--- config.mk ---
export PLATFORM = sky130hd
export DESIGN_NAME = word_8b10b_encoder
export DESIGN_NICKNAME = d
export VERILOG_FILES = /design/src/rtl/w8b10b_pkg.sv /design/src/rtl/w8b10b_front.sv /design/src/rtl/w8b10b_queue.sv /design/src/rtl/w8b10b_back.sv /design/src/rtl/word_8b10b_encoder.sv
export SDC_FILE = /design/constraint.sdc
export NUM_CORES = 1
export LEC_CHECK = 0
export ABC_AREA = 1
export BUFFER_PORTS_ARGS = -buffer_cell sky130_fd_sc_hd__clkbuf_2
export CAP_MARGIN = 0
export CORE_MARGIN = 2
export CORE_UTILIZATION = 55
export DETAILED_ROUTE_END_ITERATION = 10
export PLACE_DENSITY = 0.82
export SETUP_SLACK_MARGIN = 0.02
export SKIP_CTS_REPAIR_TIMING = 1
export SYNTH_ARGS = -nofsm -noshare
export SYNTH_HDL_FRONTEND = slang
export SYNTH_HIERARCHICAL = 1
export SYNTH_SLANG_ARGS = --single-unit
--- constraint.sdc ---
create_clock -name clk_i -period 6.3 [get_ports clk_i]
set_input_delay 0 -clock clk_i [delete_from_list [all_inputs] [get_ports clk_i]]
set_output_delay 0 -clock clk_i [all_outputs]
set_load 0.005 [all_outputs]
--- src/rtl/w8b10b_pkg.sv ---
// Shared types, code tables and widths for the word 8b/10b encoder.
package w8b10b_pkg;

  localparam int unsigned LANES       = 4;
  localparam int unsigned DATA_W      = 32;
  localparam int unsigned CODE_W      = 40;
  localparam int unsigned OUT_TDATA_W = 48;
  localparam int unsigned QUEUE_DEPTH = 2;

  // 3b/4b groups with special handling
  localparam logic [2:0] Y_D0 = 3'd0;
  localparam logic [2:0] Y_D3 = 3'd3;
  localparam logic [2:0] Y_D4 = 3'd4;
  localparam logic [2:0] Y_D7 = 3'd7;

  // 3b/4b forms of D.x.7 (negative disparity form)
  localparam logic [3:0] FOUR_PRI7 = 4'hE;
  localparam logic [3:0] FOUR_ALT7 = 4'h7;

  // Disparity-independent facts about one byte
  typedef struct packed {
    logic [5:0] six;     // abcdei, negative disparity form
    logic       unbal;   // 6b block is not neutral
    logic       flip6;   // complement the 6b block under positive disparity
    logic [3:0] four;    // fghj, negative disparity form (primary for D.x.7)
    logic [2:0] y;       // HGF
  } lane_class_t;

  typedef lane_class_t [LANES-1:0] word_class_t;

  // 5b/6b code, abcdei for negative running disparity
  function automatic logic [5:0] six_neg_f(input logic [4:0] x);
    logic [5:0] r;
    unique case (x)
      5'd0:  r = 6'h27;  5'd1:  r = 6'h1D;  5'd2:  r = 6'h2D;  5'd3:  r = 6'h31;
      5'd4:  r = 6'h35;  5'd5:  r = 6'h29;  5'd6:  r = 6'h19;  5'd7:  r = 6'h38;
      5'd8:  r = 6'h39;  5'd9:  r = 6'h25;  5'd10: r = 6'h15;  5'd11: r = 6'h34;
      5'd12: r = 6'h0D;  5'd13: r = 6'h2C;  5'd14: r = 6'h1C;  5'd15: r = 6'h17;
      5'd16: r = 6'h1B;  5'd17: r = 6'h23;  5'd18: r = 6'h13;  5'd19: r = 6'h32;
      5'd20: r = 6'h0B;  5'd21: r = 6'h2A;  5'd22: r = 6'h1A;  5'd23: r = 6'h3A;
      5'd24: r = 6'h33;  5'd25: r = 6'h26;  5'd26: r = 6'h16;  5'd27: r = 6'h36;
      5'd28: r = 6'h0E;  5'd29: r = 6'h2E;  5'd30: r = 6'h1E;  default: r = 6'h2B;
    endcase
    return r;
  endfunction

  // 3b/4b code, fghj for negative running disparity
  function automatic logic [3:0] four_neg_f(input logic [2:0] y);
    logic [3:0] r;
    unique case (y)
      3'd0: r = 4'hB;
      3'd1: r = 4'h9;
      3'd2: r = 4'h5;
      3'd3: r = 4'hC;
      3'd4: r = 4'hD;
      3'd5: r = 4'hA;
      3'd6: r = 4'h6;
      default: r = FOUR_PRI7;
    endcase
    return r;
  endfunction

endpackage

--- src/rtl/w8b10b_front.sv ---
// Front end: splits a data word into bytes and classifies each one.
module w8b10b_front (
  input  logic [w8b10b_pkg::DATA_W-1:0] data_i,
  output w8b10b_pkg::word_class_t       class_o
);
  import w8b10b_pkg::*;

  // Per-lane table lookup and balance check
  always_comb begin
    for (int k = 0; k < LANES; k++) begin
      logic [4:0] x;
      logic [2:0] y;
      logic [5:0] six;
      x   = data_i[8*k +: 5];
      y   = data_i[8*k+5 +: 3];
      six = six_neg_f(x);
      class_o[k].six   = six;
      class_o[k].unbal = ($countones(six) != 3);
      class_o[k].flip6 = ($countones(six) != 3) || (x == 5'd7);
      class_o[k].four  = four_neg_f(y);
      class_o[k].y     = y;
    end
  end

endmodule

--- src/rtl/w8b10b_queue.sv ---
// Two-entry queue between front end and back end.
module w8b10b_queue (
  input  logic                    clk_i,
  input  logic                    rst_ni,
  input  logic                    push_i,
  input  w8b10b_pkg::word_class_t push_data_i,
  output logic                    full_o,
  input  logic                    pop_i,
  output logic                    valid_o,
  output w8b10b_pkg::word_class_t pop_data_o
);
  import w8b10b_pkg::*;

  localparam int unsigned PtrW = $clog2(QUEUE_DEPTH);

  word_class_t            mem_q [QUEUE_DEPTH];
  logic [PtrW-1:0]        wr_ptr_q, wr_ptr_d;
  logic [PtrW-1:0]        rd_ptr_q, rd_ptr_d;
  logic [PtrW:0]          count_q, count_d;

  assign full_o     = (count_q == (PtrW+1)'(QUEUE_DEPTH));
  assign valid_o    = (count_q != '0);
  assign pop_data_o = mem_q[rd_ptr_q];

  // Pointer and fill count
  always_comb begin
    wr_ptr_d = wr_ptr_q;
    rd_ptr_d = rd_ptr_q;
    count_d  = count_q;
    if (push_i) begin
      wr_ptr_d = wr_ptr_q + 1'b1;
    end
    if (pop_i) begin
      rd_ptr_d = rd_ptr_q + 1'b1;
    end
    if (push_i && !pop_i) begin
      count_d = count_q + 1'b1;
    end else if (!push_i && pop_i) begin
      count_d = count_q - 1'b1;
    end
  end

  always_ff @(posedge clk_i or negedge rst_ni) begin
    if (!rst_ni) begin
      wr_ptr_q <= '0;
      rd_ptr_q <= '0;
      count_q  <= '0;
    end else begin
      wr_ptr_q <= wr_ptr_d;
      rd_ptr_q <= rd_ptr_d;
      count_q  <= count_d;
    end
  end

  // Storage
  always_ff @(posedge clk_i) begin
    if (push_i) begin
      mem_q[wr_ptr_q] <= push_data_i;
    end
  end

endmodule

--- src/rtl/w8b10b_back.sv ---
// Back end: disparity chain over the four lanes and the output register.
module w8b10b_back (
  input  logic                                clk_i,
  input  logic                                rst_ni,
  input  logic                                valid_i,
  input  w8b10b_pkg::word_class_t             class_i,
  output logic                                pop_o,
  output logic                                m_axis_tvalid,
  input  logic                                m_axis_tready,
  output logic [w8b10b_pkg::OUT_TDATA_W-1:0]  m_axis_tdata
);
  import w8b10b_pkg::*;

  logic                rd_q, rd_d;
  logic                out_valid_q, out_valid_d;
  logic [CODE_W-1:0]   code_q, code_d;
  logic                end_rd_q;
  logic [LANES:0]      rd_chain;

  // Take a word when the output register is free or being emptied
  assign pop_o = valid_i && (!out_valid_q || m_axis_tready);

  // Four symbols, disparity carried lane to lane
  always_comb begin
    rd_chain[0] = rd_q;
    for (int k = 0; k < LANES; k++) begin
      logic [5:0] six;
      logic [3:0] four;
      logic       rd_mid;
      logic       alt;
      logic       flip4;
      six    = (rd_chain[k] && class_i[k].flip6) ? ~class_i[k].six : class_i[k].six;
      rd_mid = rd_chain[k] ^ class_i[k].unbal;
      alt    = (!rd_mid && (six[1:0] == 2'b11)) || (rd_mid && (six[1:0] == 2'b00));
      four   = class_i[k].four;
      if (class_i[k].y == Y_D7) begin
        four = alt ? FOUR_ALT7 : FOUR_PRI7;
      end
      flip4 = (class_i[k].y == Y_D0) || (class_i[k].y == Y_D3) ||
              (class_i[k].y == Y_D4) || (class_i[k].y == Y_D7);
      if (flip4 && rd_mid) begin
        four = ~four;
      end
      code_d[10*k +: 10] = {four, six};
      rd_chain[k+1] = rd_mid ^ ((class_i[k].y == Y_D0) || (class_i[k].y == Y_D4) ||
                                (class_i[k].y == Y_D7));
    end
  end

  // Control state
  always_comb begin
    rd_d        = pop_o ? rd_chain[LANES] : rd_q;
    out_valid_d = out_valid_q;
    if (pop_o) begin
      out_valid_d = 1'b1;
    end else if (m_axis_tready) begin
      out_valid_d = 1'b0;
    end
  end

  always_ff @(posedge clk_i or negedge rst_ni) begin
    if (!rst_ni) begin
      rd_q        <= 1'b0;
      out_valid_q <= 1'b0;
    end else begin
      rd_q        <= rd_d;
      out_valid_q <= out_valid_d;
    end
  end

  // Output payload
  always_ff @(posedge clk_i) begin
    if (pop_o) begin
      code_q   <= code_d;
      end_rd_q <= rd_chain[LANES];
    end
  end

  assign m_axis_tvalid = out_valid_q;
  assign m_axis_tdata  = {(OUT_TDATA_W-CODE_W-1)'(0), end_rd_q, code_q};

endmodule

--- src/rtl/word_8b10b_encoder.sv ---
// Top level of the word 8b/10b encoder.
//
// Input stream (s_axis): one 32-bit data word per transfer, byte 0 in
// bits 7..0. Each byte becomes one 10-bit data symbol, byte 0 first.
// Output stream (m_axis): bits 39..0 hold the four symbols (byte 0 symbol
// in bits 9..0, fghj in bits 9..6 and abcdei in bits 5..0 of each),
// bit 40 the running disparity after the fourth symbol (1 positive),
// bits 47..41 are zero.
// A word accepted on s_axis is written into the queue, then into the output
// register, and is presented on m_axis from there.
// Throughput: one word per cycle while m_axis_tready stays high; the
// four-lane disparity chain in the back end is combinational.
// A two-entry queue sits between the byte classifier and the encoder
// stage, so s_axis_tready drops only once both entries are held while the
// output register waits on m_axis_tready. Nothing is lost or repeated.
// Reset empties the queue and the output register and sets the running
// disparity to negative.
module word_8b10b_encoder (
  input  logic                               clk_i,
  input  logic                               rst_ni,
  input  logic                               s_axis_tvalid,
  output logic                               s_axis_tready,
  input  logic [w8b10b_pkg::DATA_W-1:0]      s_axis_tdata,  // [31:0] data_word
  output logic                               m_axis_tvalid,
  input  logic                               m_axis_tready,
  // [39:0] code_word, [40] end_disparity, [47:41] zero
  output logic [w8b10b_pkg::OUT_TDATA_W-1:0] m_axis_tdata
);
  import w8b10b_pkg::*;

  word_class_t front_class;
  word_class_t head_class;
  logic        queue_full;
  logic        queue_valid;
  logic        queue_pop;
  logic        queue_push;

  assign s_axis_tready = !queue_full;
  assign queue_push    = s_axis_tvalid && !queue_full;

  // Classify bytes
  w8b10b_front u_front (
    .data_i  (s_axis_tdata),
    .class_o (front_class)
  );

  // Decoupling queue
  w8b10b_queue u_queue (
    .clk_i       (clk_i),
    .rst_ni      (rst_ni),
    .push_i      (queue_push),
    .push_data_i (front_class),
    .full_o      (queue_full),
    .pop_i       (queue_pop),
    .valid_o     (queue_valid),
    .pop_data_o  (head_class)
  );

  // Encode with running disparity
  w8b10b_back u_back (
    .clk_i         (clk_i),
    .rst_ni        (rst_ni),
    .valid_i       (queue_valid),
    .class_i       (head_class),
    .pop_o         (queue_pop),
    .m_axis_tvalid (m_axis_tvalid),
    .m_axis_tready (m_axis_tready),
    .m_axis_tdata  (m_axis_tdata)
  );

endmodule

After elaboration in Yosys (flattened, before gate mapping)

Memories as Yosys holds them, arrays and structs flattened.
Cells that the tools add are included.

Shift operators: 0
Muxes and demuxes: 26
Eq/ne operators: 49
Reductions and logical operators: 72
Div/mod/pow operators: 0
Bitwise logic cells: 16
Order comparisons: 0
Add/subtract/negate cells: 24
Multipliers: 0

Operators by type and width:

| cell                  | number |
|---|---|
| $add A32 B32 Y32      | 7 |
| $ne A32 B3 Y1 const B | 4 |
| $pmux W4 S7           | 4 |
| $eq A3 B3 Y1 const B  | 20 |
| $mux W4               | 12 |
| $eq A3 B2 Y1 const B  | 12 |
| $add A2 B32 Y32       | 1 |
| $logic_or A1 B1 Y1    | 29 |
| $add A1 B1 Y2         | 12 |
| $logic_not A3 Y1      | 8 |
| $mux W6               | 4 |
| $not A6 Y6            | 4 |
| $eq A5 B3 Y1 const B  | 4 |
| $logic_and A1 B1 Y1   | 20 |
| $not A4 Y4            | 4 |
| $eq A3 B1 Y1 const B  | 4 |
| $eq A2 B2 Y1 const B  | 5 |
| $logic_not A1 Y1      | 8 |
| $logic_not A2 Y1      | 4 |
| $xor A1 B1 Y1         | 8 |
| $reduce_bool A2 Y1    | 3 |
| $mux W1               | 4 |
| $mux W2               | 2 |
| $add A1 B1 Y1 const B | 2 |
| 2 further kinds       | 2 |

Input port bits: 36
Memories kept: 5
Bits in read-only memories: 768
Output and inout bits: 50
Bits in latches: 0
Register bits after elaboration: 47
Memory bits (writable): 120

Memories:

| name             | words | width | read ports | clocked after Yosys merged registers in | write ports | line               | text |
|---|---|---|---|---|---|---|---|
| (name not given) | 32    | 6     | 1          | 0                                       | 0           | w8b10b_pkg.sv:34   | `unique case (x)` |
| (name not given) | 32    | 6     | 1          | 0                                       | 0           | w8b10b_pkg.sv:34   |  |
| (name not given) | 32    | 6     | 1          | 0                                       | 0           | w8b10b_pkg.sv:34   |  |
| (name not given) | 32    | 6     | 1          | 0                                       | 0           | w8b10b_pkg.sv:34   |  |
| u_queue.mem_q    | 2     | 60    | 1          | 0                                       | 1           | w8b10b_queue.sv:16 | `word_class_t mem_q [QUEUE_DEPTH];` |

Logic depth before layout (Yosys ltp)

An unclocked memory read counts as a cell.

Depth after elaboration: 18
Gate-level depth with buffers: 23

By module

Netlist, hierarchy kept.

By module, submodules not included:

| module             | instances | sequential area each (um2) | area each (um2) | cells each |
|---|---|---|---|---|
| w8b10b_queue       | 1         | 3703.6                     | 4838.4          | 212 |
| w8b10b_back        | 1         | 1281.2                     | 2527.4          | 241 |
| w8b10b_front       | 1         | 0.0                        | 2209.6          | 383 |
| word_8b10b_encoder | 1         | 0.0                        | 13.8            | 3 |

Least setup slack after synthesis

Ideal clock, no wire load.

Path type: flip-flop to flip-flop
From: reg u_queue.count_q[1]
To: mem u_queue/mem_q[0][0] (netlist bit), enable pin
Slack: 2581 ps
Required time: 5821 ps
Cell stages (with the launch flop): 6
Arrival: 3240 ps
Cells stage by stage: dfrtp_1 -> inv_1 -> nor2_1 -> nor2_2 -> inv_1 -> nor2_1

Cells in the longest elaborated chain, start to end: 5

Ends and longest elaborated chain:

| element                       | line                     | text |
|---|---|---|
| start, declared               | w8b10b_queue.sv:19       | `logic [PtrW:0] count_q, count_d;` |
| start signal, assigned        | w8b10b_queue.sv:51       | `count_q <= count_d;` |
| $eq A2 B2 Y1                  | w8b10b_queue.sv:21       | `assign full_o = (count_q == (PtrW+1)'(QUEUE_DEPTH));` |
| via queue_full                | word_8b10b_encoder.sv:33 | `logic queue_full;` |
| $logic_not A1 Y1              | word_8b10b_encoder.sv:39 | `assign queue_push = s_axis_tvalid && !queue_full;` |
| $logic_and A1 B1 Y1           | word_8b10b_encoder.sv:39 |  |
| via queue_push                | word_8b10b_encoder.sv:36 | `logic queue_push;` |
| $mux W1                       | w8b10b_queue.sv:57       | `if (push_i) begin` |
| $mux W1 (implied by the code) | w8b10b_queue.sv:58       | `mem_q[wr_ptr_q] <= push_data_i;` |
| end, declared                 | w8b10b_queue.sv:16       |  |

The timed path passes the listed nets, and every way through them passes these cells.

==> PnR_summary.wiki <==
{| class="wikitable"
! Metric !! Value
|-
| Combinational share of power || 0.424
|-
| Critical path class || reg -> reg
|-
| Count of state elements after synthesis || 167
|-
| Number of global-route vias before repair || 5796
|-
| Synth Instances || 839
|-
| YS warnings || 6
|-
| Clock slew at reported path FFs || 60 ps
|-
| Clock network fraction of design power || 0.210
|-
| Worst Path Arrival || 3660 ps
|-
| Critical path fanouts, max || 35
|-
| Worst min-delay path class || in -> reg
|-
| TritonCTS clock tree || yes
|-
| Sequential fraction of the synthesis area || 0.520
|-
| Layout cell share with drive strength beyond 1 || 0.250
|-
| Post-Layout Inst Area || 0.0108 mm2
|-
| Critical path, cell by cell || buf_4, mux2_4, inv_1, nand3_4, nand2_4, nand2_4, nand3_4, or2_0, nand2_2, o211ai_1, nand2_1, xnor2_1
|-
| Core Box Area || 0.0172 mm2
|-
| # rows || 48
|-
| Vias after detailed routing || 6022
|-
| Status || finished clean
|-
| Initial antenna violation count || 0
|-
| Fin Setup TNS || 0 ps
|-
| N_diodes || 0
|-
| Maximum clock insertion buffer count || 2
|-
| Post-detailed-route via-to-cell ratio || 5.17
|-
| Later-pin clock latency in the skew report || 420 ps
|-
| Share of Yosys cell area claimed by the top area cell type || 0.504
|-
| Mean instance size in the synthesized netlist || 11.4 um2
|-
| Headroom to the max-slew limit || 0.453
|-
| Clock net sink count || 167
|-
| Total half-perimeter wirelength after legalization and detailed placement || 11.5 mm
|-
| Time the worst path needs with I/O delays and setup || 3520 ps
|-
| Slew at the pin closest to its max-slew limit || 820 ps
|-
| Leak || 0.00477 uW
|-
| Number of nets with antenna violations after routing || 0
|-
| Final setup viols || 0
|-
| Critical Path Max Stage Delay || 770 ps
|-
| Maximum achievable frequency || 0.284 GHz
|-
| Count of max-cap constraint violations || 0
|-
| Reg-to-reg slack, setup || 2780 ps
|-
| Post-place instance area || 0.0100 mm2
|-
| Sequential Power Share || 0.366
|-
| Post-Route Skew || 11.7 ps
|-
| Cell-internal power || 3420 uW
|-
| Clock root buffer || sky130_fd_sc_hd__clkbuf_16
|-
| Number of remaining DRC errors || 0
|-
| Starting density of the core || 0.558
|-
| Final Routed Wirelength || 17.5 mm
|-
| Power Density || 491 mW/mm2
|-
| Fin. max-slew vios || 0
|-
| Worst Setup Start Kind || register
|-
| Final net count || 1018
|-
| Sw Ratio || 0.354
|-
| CP endpoint kind || register
|-
| First-pass GRT wire length || 27.3 mm
|-
| Final Non-Filler Cells || 1165
|-
| Leading cell type in the layout, fill and taps excluded || sky130_fd_sc_hd__nand2_1
|-
| Total standard cell area after synthesis || 0.00959 mm2
|-
| # placed instances || 1117
|-
| First-pass detailed-route iteration total || 5
|-
| Area grow syn2layout || 12.6%
|-
| Die outline area || 0.0185 mm2
|-
| Buffers on Ports || 78
|-
| Violation count after the first detailed-routing iteration || 481
|-
| Library cell occupying the most area in the post-synthesis netlist || sky130_fd_sc_hd__edfxtp_1
|-
| Library cell contributing the largest single delay on the critical path || sky130_fd_sc_hd__dfrtp_4
|-
| Routed length per placed instance || 15.0 um
|-
| Maximum number of pins on one net before global-route repair || 61
|-
| Peak supply drop || 0.000326 V
|-
| Minimum setup slack in the final design || 2780 ps
|-
| Count of unique library cells instantiated by Yosys || 38
|-
| Final cell utilization of the core || 0.628
|-
| Remaining global-route overflow || 0
|-
| Hold Fails Final Rpt || 0
|-
| Worst setup timing slack at the placement stage || 2820 ps
|-
| H-tree Lvls || 4
|-
| Ratio of final minimum period to clock period || 0.559
|-
| Aggregate global-route resource usage || 0.191
|-
| Highest-count cells in the layout ignoring fill and taps || sky130_fd_sc_hd__nand2_1 (175), sky130_fd_sc_hd__edfxtp_1 (161), sky130_fd_sc_hd__inv_1 (98)
|-
| Routability Congestion || 0.829
|-
| Net switching component of the power || 1880 uW
|-
| Crit path required time || 6430 ps
|-
| Unrepaired setup endpoints after global routing || no
|-
| Height of the die || 136 um
|-
| Inserted Clock Buffers || 17
|-
| Cell types with the largest area share after synthesis || sky130_fd_sc_hd__edfxtp_1 (50%), sky130_fd_sc_hd__mux2_4 (9.2%), sky130_fd_sc_hd__nand2_1 (6.9%)
|-
| Floorplan die width || 136 um
|-
| Number of top-level design ports || 86
|}
## power by group through the flow
stage / Clock [uW] / Combinational [uW] / Sequential [uW]
after CTS: 1130 / 2240 / 1940
after global placement: 0 / 2090 / 1940
after global routing: 1180 / 2460 / 1970
after floorplan: 0 / 1780 / 1900
after detailed placement: 0 / 2190 / 1960
final: 1110 / 2250 / 1940
## cell type report
class / count / area (um2)
Timing Repair Buffer: 98 / 581
Multi-Input combinational cell: 531 / 3890
Fill cell: 1317 / 6380
Sequential cell: 167 / 4990
Inverter: 112 / 420
Clock buffer: 19 / 433
Clock inverter: 13 / 203
Tap cell: 225 / 282
## registers in the layout, summed over array words and instances, names as in the netlist
register and count:
u_back/code_q 40, u_back/end_rd_q 1, u_back/m_axis_tvalid 1, u_back/rd_q 1
u_queue/count_q 2, u_queue/mem_q 120, u_queue/rd_ptr_q 1, u_queue/wr_ptr_q 1
## final timing paths
path,from,cells after the start,endpoint
max,u_queue/rd_ptr_q$_DFFE_PN0P_,12,u_back/code_q[29]$_DFFE_PP_
min,s_axis_tdata[4],3,u_queue/mem_q[0][13]$_DFFE_PP_
max reg2reg,u_queue/rd_ptr_q$_DFFE_PN0P_,12,u_back/code_q[29]$_DFFE_PP_
min reg2reg,u_queue/count_q[1]$_DFFE_PN0P_,2,u_queue/count_q[1]$_DFFE_PN0P_
max in group asynchronous,rst_ni,3,u_queue/rd_ptr_q$_DFFE_PN0P_
min in group asynchronous,rst_ni,3,u_back/m_axis_tvalid$_DFFE_PN0P_
## cell usage after synthesis (all sizes together)
library cell  number
buf               34
a22oi              3
conb               1
nand3b             4
xor2               9
nand4              7
ha                43
clkbuf             1
edfxtp           161
dfrtp              6
o211ai             4
nand2            192
nand3             67
a21oi             16
nor2              35
inv              112
xnor2             29
a21o               1
or2                7
o21bai             1
nor3               1
o21ai             33
fa                12
mux2              60
## routing by layer
| layer | routed length [um] | up-vias | part of all wire | global-route usage |
|---|---|---|---|---|
| met5 | 0 | - | 0 | 0 |
| met4 | 356 | 0 | 0.020 | 0.0804 |
| met3 | 752 | 28 | 0.043 | 0.0380 |
| met2 | 9100 | 178 | 0.52 | 0.337 |
| met1 | 7270 | 2855 | 0.42 | 0.226 |
| li1 | - | 2961 | - | - |
## cells by family after synthesis
logic type,count (synthesis),share of synthesized area
simple gates,313,0.158
flops,167,0.520
xor+xnor,38,0.0347
buf+inv,147,0.0792
fa+ha+maj,55,0.0812
compound gates,58,0.0334
mux,60,0.0936
other cells,1,0.000391
## worst max-delay path, delay by kind of cell, from the launching register on
family	cells	cell delay (ps)
DFF	1	770
muxes	1	380
xor gates and xnor gates	1	190
buffers and inverters	2	750
and+or+nand+nor	7	840
AOI/OAI and AO/OA	1	300
## stage by stage
stage	hold WS [ps]	total power, uW
floorplan	-296	3680
global placement	-158	4030
CTS	-605	5310
global route	72.0	5610
finish	26.9	5300
detailed placement	-160	4150
Note: power is estimated with default switching activity, not from simulation.
